File: config.mk
export PLATFORM = sky130hd
export DESIGN_NAME = sorted_value_table_unit
export DESIGN_NICKNAME = d
export VERILOG_FILES = /design/src/design/svt_pkg.sv /design/src/design/sorted_value_table_unit.sv /design/src/design/svt_cell.sv
export SDC_FILE = /design/constraint.sdc
export NUM_CORES = 2
export LEC_CHECK = 0
export ABC_AREA = 1
export BUFFER_PORTS_ARGS = -buffer_cell sky130_fd_sc_hd__buf_2
export CAP_MARGIN = 10
export CORE_MARGIN = 2
export CORE_UTILIZATION = 50
export CTS_CLUSTER_SIZE = 30
export DETAILED_ROUTE_END_ITERATION = 7
export PLACE_DENSITY = 0.65
export SETUP_SLACK_MARGIN = 0.02
export SLEW_MARGIN = 25
export SYNTH_ARGS = -nofsm -noshare
export SYNTH_HDL_FRONTEND = slang
export SYNTH_HIERARCHICAL = 1
export SYNTH_SLANG_ARGS = --single-unit
File: constraint.sdc
create_clock -name clk -period 10.36 [get_ports clk]
set_input_delay 0 -clock clk [delete_from_list [all_inputs] [get_ports clk]]
set_output_delay 0 -clock clk [all_outputs]
set_load 0.01 [all_outputs]
File: src/design/svt_pkg.sv
`default_nettype none

package svt_pkg;

	localparam int TABLE_DEPTH = 16;
	localparam int CNT_W       = $clog2(TABLE_DEPTH + 1);
	localparam int VAL_W       = 32;

	localparam logic [1:0] REQ_CLEAR  = 2'd0;
	localparam logic [1:0] REQ_INSERT = 2'd1;
	localparam logic [1:0] REQ_REMOVE = 2'd2;
	localparam logic [1:0] REQ_SEARCH = 2'd3;

	localparam logic [2:0] ST_DONE      = 3'd0;
	localparam logic [2:0] ST_FOUND     = 3'd1;
	localparam logic [2:0] ST_NOT_FOUND = 3'd2;
	localparam logic [2:0] ST_EMPTY     = 3'd3;
	localparam logic [2:0] ST_FULL      = 3'd4;

	typedef enum logic [1:0] {
		CELL_HOLD,
		CELL_INS,
		CELL_REM
	} cell_op_t;

	typedef struct packed {
		cell_op_t                 op;
		logic signed [VAL_W-1:0]  v;
	} cell_ctrl_t;

endpackage

`default_nettype wire

File: src/design/sorted_value_table_unit.sv
// Result: each accepted request's status and count are registered in the output register.
// Throughput: one request per cycle while in_stall is low; every cell of the chain compares against
// the broadcast value and shifts in the same cycle, and the count update closes the loop.
// Reset: arst_n clears the entry count and output valid; entry contents are
// not reset and are only read below the count.
`default_nettype none

module sorted_value_table_unit
	import svt_pkg::*;
(
	input  wire logic                    clk,
	input  wire logic                    arst_n,
	input  wire logic                    in_valid,
	output logic                         in_stall,
	input  wire logic [1:0]              req_type,
	input  wire logic signed [VAL_W-1:0] value,
	output logic                         out_valid,
	input  wire logic                    out_stall,
	output logic [2:0]                   status,
	output logic [4:0]                   entry_count
);

	logic [CNT_W-1:0]      count_q;
	logic                  out_valid_q;
	logic [2:0]            status_q;
	logic [CNT_W-1:0]      entry_count_q;
	logic [CNT_W+4:0]      cnt_ext;

	logic                  acc;
	logic                  full;
	logic                  empty;
	logic                  found;
	cell_ctrl_t            ctrl;
	logic [2:0]            status_d;
	logic [CNT_W-1:0]      count_d;

	logic signed [VAL_W-1:0] entries [TABLE_DEPTH];
	logic [TABLE_DEPTH-1:0]  lt_v;
	logic [TABLE_DEPTH-1:0]  eq_v;

	assign in_stall = out_valid_q && out_stall;
	assign acc      = in_valid && !in_stall;
	assign full     = (count_q == CNT_W'(TABLE_DEPTH));
	assign empty    = (count_q == '0);
	assign found    = |eq_v;

	for (genvar g = 0; g < TABLE_DEPTH; g++) begin : g_cell
		logic                    lt_l;
		logic signed [VAL_W-1:0] left_e;
		logic signed [VAL_W-1:0] right_e;

		if (g == 0) begin : g_first
			assign lt_l   = 1'b1;
			assign left_e = value;
		end else begin : g_mid
			assign lt_l   = lt_v[g-1];
			assign left_e = entries[g-1];
		end
		if (g == TABLE_DEPTH - 1) begin : g_last
			assign right_e = value;
		end else begin : g_notlast
			assign right_e = entries[g+1];
		end

		svt_cell u_cell (
			.clk         (clk),
			.ctrl        (ctrl),
			.occ         (CNT_W'(g) < count_q),
			.lt_left     (lt_l),
			.left_entry  (left_e),
			.right_entry (right_e),
			.entry       (entries[g]),
			.lt          (lt_v[g]),
			.eq          (eq_v[g])
		);
	end

	always_comb begin
		ctrl.v   = value;
		ctrl.op  = CELL_HOLD;
		count_d  = count_q;
		status_d = ST_DONE;
		unique case (req_type)
			REQ_CLEAR: begin
				count_d = '0;
			end
			REQ_INSERT: begin
				if (full) begin
					status_d = ST_FULL;
				end else begin
					ctrl.op = acc ? CELL_INS : CELL_HOLD;
					count_d = count_q + 1'b1;
				end
			end
			REQ_REMOVE: begin
				if (empty) begin
					status_d = ST_EMPTY;
				end else if (!found) begin
					status_d = ST_NOT_FOUND;
				end else begin
					ctrl.op = acc ? CELL_REM : CELL_HOLD;
					count_d = count_q - 1'b1;
				end
			end
			default: begin
				if (empty)      status_d = ST_EMPTY;
				else if (found) status_d = ST_FOUND;
				else            status_d = ST_NOT_FOUND;
			end
		endcase
	end

	always_ff @(posedge clk or negedge arst_n) begin
		if (!arst_n) begin
			count_q     <= '0;
			out_valid_q <= 1'b0;
		end else begin
			if (acc) begin
				count_q     <= count_d;
				out_valid_q <= 1'b1;
			end else if (!out_stall) begin
				out_valid_q <= 1'b0;
			end
		end
	end

	always_ff @(posedge clk) begin
		if (acc) begin
			status_q      <= status_d;
			entry_count_q <= count_d;
		end
	end

	assign cnt_ext     = {5'b0, entry_count_q};
	assign out_valid   = out_valid_q;
	assign status      = status_q;
	assign entry_count = cnt_ext[4:0];

	a_count_bound: assert property (@(posedge clk) disable iff (!arst_n)
		count_q <= CNT_W'(TABLE_DEPTH))
		else $error("entry count above table depth");

	a_full_refused: assert property (@(posedge clk) disable iff (!arst_n)
		(acc && req_type == REQ_INSERT && full) |=>
		(status_q == ST_FULL && count_q == CNT_W'(TABLE_DEPTH)))
		else $error("insert into full table not refused");

	a_clear_empties: assert property (@(posedge clk) disable iff (!arst_n)
		(acc && req_type == REQ_CLEAR) |=>
		(count_q == '0 && entry_count_q == '0 && status_q == ST_DONE))
		else $error("clear did not empty the table");

	a_result_after_transfer: assert property (@(posedge clk) disable iff (!arst_n)
		acc |=> (out_valid_q && entry_count_q == count_q))
		else $error("result register out of step with count");

endmodule

`default_nettype wire

File: src/design/svt_cell.sv
`default_nettype none

module svt_cell
	import svt_pkg::*;
(
	input  wire logic                    clk,
	input  wire cell_ctrl_t              ctrl,
	input  wire logic                    occ,
	input  wire logic                    lt_left,
	input  wire logic signed [VAL_W-1:0] left_entry,
	input  wire logic signed [VAL_W-1:0] right_entry,
	output logic signed [VAL_W-1:0]      entry,
	output logic                         lt,
	output logic                         eq
);

	logic signed [VAL_W-1:0] entry_q;

	assign entry = entry_q;
	assign lt    = occ && (entry_q < ctrl.v);
	assign eq    = occ && (entry_q == ctrl.v);

	// cells below the insert/remove point keep their entry; the rest shift
	always_ff @(posedge clk) begin
		unique case (ctrl.op)
			CELL_INS: begin
				if (!lt) entry_q <= lt_left ? ctrl.v : left_entry;
			end
			CELL_REM: begin
				if (!lt) entry_q <= right_entry;
			end
			default: begin
			end
		endcase
	end

endmodule

`default_nettype wire

* Word level (Yosys, flattened, before mapping)
Cells that the tools add are included.
Storage, ports and cells: register bits after elaboration 526, input port bits 38
Cells by class: $add $sub $neg 2, magnitude comparators 32, equal/unequal tests 54, muxes and demuxes 81, reductions and logical operators 55
Operators by type and width (count):
- 2-to-1 mux 32 bit | 47
- one-hot mux 32 bit (2 select lines) | 16
- == test 32 bit | 16
- less-than comparator 32 bit | 16
- != test 2 bit (second input constant) | 32
- AND reduction 3 bit | 16
- less-than comparator 4 x 5 -> 1 bit (first input constant) | 8
- logical AND 1 bit | 34
- less-than comparator 3 x 5 -> 1 bit (first input constant) | 4
- OR reduction 16 bit | 1
- 2-to-1 mux 5 bit | 3
- one-hot mux 5 bit (3 select lines) | 1
- 2-to-1 mux 2 bit | 7
- less-than comparator 1 x 5 -> 1 bit (first input constant) | 2
- less-than comparator 2 x 5 -> 1 bit (first input constant) | 2
- one-hot mux 3 bit (3 select lines) | 1
- adder 5 x 1 -> 5 bit (second input constant) | 1
- == test 5 bit (second input constant) | 1
- zero test 5 bit | 1
- subtractor 5 x 1 -> 5 bit (second input constant) | 1
- == test 2 x 1 -> 1 bit (second input constant) | 2
- == test 2 bit (second input constant) | 2
- 2-to-1 mux 1 bit | 4
- one-hot mux 2 bit (2 select lines) | 1
- 5 further kinds | 5

* Longest topological paths before layout
depth in word-level cells 10, gate-level depth with buffers 20, gate-level depth less buffers 18

* Modules after synthesis
Netlist, hierarchy kept.
Modules (own cells, without submodules):
- svt_cell | times used 16, cells each 326, area each 2536.2 µm², seq. area each 960.9 µm²
- sorted_value_table_unit | times used 1, cells each 168, area each 1157.4 µm², seq. area each 390.4 µm²

* Worst setup path after synthesis
Ideal clock, no wire load.
path kind reg-to-reg, from reg count_q[1], to reg g_cell[0].u_cell.entry_q[0], enable pin, setup time 0.395 ns, data arrival time 4.248 ns, setup slack 5.716 ns, cell stages (with the launch flop) 20, buffers on the path 3, clock period less this slack 4.644 ns, cells stage by stage dfrtp_1 > clkbuf_1 > nor2_1 > o21ai_0 > a21boi_0 > nand4_1 > nor3_1 > and3_2 > nor2_1 > nand2_1 > nor2_2 > nand2_2 > nand2_1 > nor2_1 > nand2_1 > inv_2 > buf_2 > buf_6 > nor2_1 > nor2_2
RTL lines:
- from (decl) | line sorted_value_table_unit.sv:23 | logic [CNT_W-1:0] count_q;
- from (signal assigned) | line sorted_value_table_unit.sv:119 | count_q <= count_d;
- to (signal assigned) | line svt_cell.sv:27 | if (!lt) entry_q <= lt_left ? ctrl.v : left_entry;
- to (signal assigned) | line svt_cell.sv:30 | if (!lt) entry_q <= right_entry;
- to (decl) | line svt_cell.sv:17 | logic signed [VAL_W-1:0] entry_q;

==> metrics.txt <==
outcome complete, no violations; power density over cell area 136.0 nW/um^2; clk slew on worst S/H paths 70 ps; first-pass GRT wire length 186600 um; CP endpoint kind flip-flop; core box area 82370 um^2; vias per cell 5.515; WHS Endpoint g_cell[15].u_cell/entry[20]$_DFFE_PP_; R2R Path End g_cell[10].u_cell/entry[4]$_DFFE_PP_; Peak VDD IR 0.1290 mV; htree depth 2; combinational share of power 22.0%; Clock power frac 35.8%; Finish-stage setup viols 0; initial antenna violation count 0; I/O Buffers 47; period utilization 54.79%; CTS Sinks approximately 530; Chip Width approximately 300 um; critical path startpoint category flip-flop; vias 35.36k; Int Power 4.142 mW; DRT antenna net count 0; total of max-cap violations 0; post-cts sizing count 0; Clock Tree Buf Depth 3; Max Clock Skew 32.94 ps; min-delay src value[20]; initial drt markers 3557; Post-DP HPWL 92160 um; Hold Buf Count CTS 10; CTS tree yes; fraction of layout cells with a size suffix above 1 8.294%; Die Area 85800 um^2; Net Switching 1.921 mW; wire per inst 19.03 um; Avg Inst Size Synth ~7.8 um^2; IO Pins 48; Rows 105; NumNets Final 5849; Mapped Area 41740 um^2; CP required 10700 ps; RSZ-0062 raised after global routing false; yosys warns 6; Initial Utilization 50.67%; Seq pwr share 42.1%; Leakage Power 18.85 nW; reg2reg path depth 17; n_diodes 0; CTS Buf Count 60; crit-path max FO 65; most used cell, CP nand2_1; worst-margin pin slew around 970 ps; GRT Resource Usage Total between 20% and 30%; synthesized flop and latch total roughly 530; Final Hold Fails 0; hold depth 3; Final Total Pwr approximately 6.1 mW; sequential cell area fraction in the yosys report a little under two fifths; Synth cell types 35; CTS Root Buffer Type clkbuf_16; count of pins over their slew limit 0; GRT overflow 0; max incr delay on CP about 690 ps; Skew-Pair Late Insertion Delay ~660 ps; CP arrival 6010 ps; RR Startpoint count_q[2]$_DFFE_PN0P_; Post-Syn Nets just under 6k; Syn Inst Count 5384; GPL Wtd Cong 0.8867; post-route minimum period about 5700 ps; number of global-route vias before repair between 30k and 40k; final WL 122000 um; Die Ht 292.9 um; Finished Core Util 54.11%; DR DRC count 0; Slew Limit Headroom 34.87%; HP Class in2reg; kind of critical path reg2reg; Post-Place Cells 6290; Post-CTS Setup Inserts 0; Crit-path slowest cell nor2_2; Area Growth Syn to Fin 6.793%; Fmax about 180 MHz; Layout Cells excl Fill 6411; switch share a little under a third; cells along the critical path o21ai_0, o21ai_0, nand4_1, nor3_1, and3_2, nor2_1, nand2_1, nor2_2, nand2_2, nand2_1, nor2_4, buf_4, nand2_1, inv_2, nor2_1, nor2_2, buf_4; worst reg2reg setup slack 4680 ps; pin count of the biggest net entering global routing 66; drt first pass iters 8; setup tns final 0 ps
power groups by stage:
| stage | logic, mW | clock network (mW) | registers, mW |
|---|---|---|---|
| global placement | 1.26 | 0 | 2.60 |
| finish | 1.33 | 2.17 | 2.56 |
| detailed placement | 1.30 | 0 | 2.60 |
| global route | 1.51 | 2.28 | 2.56 |
| floorplan | 0.944 | 0 | 2.56 |
| CTS | 1.31 | 2.20 | 2.55 |
logic make-up (layout without fill, tap and decap cells):
| logic type | count (synthesis) | in the layout | synth area share (%) |
|---|---|---|---|
| and+or+nand+nor | 2016 | 2016 | 20.35 |
| AOI/OAI and AO/OA | 1365 | 1365 | 16.99 |
| xor gates and xnor gates | 2 | 2 | 0.04198 |
| other | 1 | 1 | 0.008985 |
| DFF | 526 | 526 | 37.77 |
| buffers and inverters | 955 | 912 | 9.278 |
| adders and majority gates | 519 | 519 | 15.56 |
layer usage:
| metal | vias up | track usage (%) | wire length [um] |
|---|---|---|---|
| li1 | 17745 | - | - |
| met1 | 16198 | 43.96 | 58160 |
| met2 | 1240 | 40.67 | 49630 |
| met3 | 175 | 3.578 | 10770 |
| met4 | 0 | 7.580 | 3460 |
| met5 | - | 0 | 0 |
per-stage QoR:
stage	hold WS, ps	instance area [um^2]	worst slack, ps
floorplan	-295.6	41740	5716
global placement	-147.0	42460	4850
detailed placement	-146.4	42500	4873
CTS	2.009	44570	4847
global route	61.64	44570	4345
finish	48.40	44570	4683
cell usage in the layout, fill, tap and decap left out, types with 17 or more instances in the layout:
master / instances
inv_1: 674
inv_2: 51
ha_1: 519
nor2_4: 48
a21oi_1: 209
clkbuf_16: 60
nor2_1: 141
a21oi_2: 32
o21a_1: 32
o21ai_1: 82
buf_2: 47
nor2_2: 22
nand2_2: 67
nand2_1: 1603
nand3_2: 32
edfxtp_1: 520
nand4_1: 34
o21ai_0: 985
nor3_1: 19
buf_4: 17
area by class of cell:
cell class                 instances  area [um^2]
fill                            7735        37800
multi-input combinational       3903        22270
sequential                       526        15770
inverter                         725         2721
clock buffer                      70         1539
tap                             1070         1339
timing repair buffer              76        510.5
clock inverter                    41        429.2
synthesized netlist by cell type:
master	instances	area share, %
dfrtp_1	6	0.36
nand3_1	15	0.18
a22oi_1	2	0.036
buf_2	131	1.6
edfxtp_1	520	37
a21boi_0	3	0.054
nor2_2	52	0.78
nand2_1	1603	14
a31oi_1	2	0.030
buf_4	1	0.018
nor3_1	20	0.24
nand2_2	67	1.0
inv_1	674	6.1
buf_6	16	0.43
a21oi_1	209	2.5
o21a_1	32	0.58
xnor2_1	1	0.021
clkbuf_1	82	0.74
nand3_2	32	0.77
a21boi_1	2	0.036
or2_2	1	0.015
nor2_4	17	0.46
ha_1	519	16
o21ai_0	985	12
a21oi_2	32	0.67
nand4_1	34	0.51
xor2_1	1	0.021
inv_2	51	0.46
nand2_4	1	0.027
nor2_1	142	1.3
a21o_1	16	0.29
conb_1	1	0.0090
and3_2	16	0.29
o21ai_1	82	0.98
nor3_2	16	0.38
flip-flops by register name (all words and copies together) (netlist names):
register	count
count_q	5
entry_count	5
g_cell.u_cell/entry	512
out_valid	1
status	3
how the worst max path moves through the flow:
| stage | endpoint | startpoint |
|---|---|---|
| after floorplan | g_cell[0].u_cell/entry[0]$_DFFE_PP_ | count_q[1]$_DFFE_PN0P_ |
| after global placement | g_cell[10].u_cell/entry[10]$_DFFE_PP_ | count_q[2]$_DFFE_PN0P_ |
| after CTS | g_cell[10].u_cell/entry[4]$_DFFE_PP_ | count_q[2]$_DFFE_PN0P_ |
| final | g_cell[10].u_cell/entry[4]$_DFFE_PP_ | count_q[2]$_DFFE_PN0P_ |
| after global routing | g_cell[10].u_cell/entry[4]$_DFFE_PP_ | count_q[1]$_DFFE_PN0P_ |
| after detailed placement | g_cell[10].u_cell/entry[10]$_DFFE_PP_ | count_q[2]$_DFFE_PN0P_ |
critical path: cells and delay by family (launching register included):
kind                   cells  cell delay (ps)
buffers and inverters      3             1490
AND/OR/NAND/NOR           12             2060
flip-flops                 1              630
AO/OA/AOI/OAI              2             1130
Note: power is estimated with default switching activity, not from simulation.
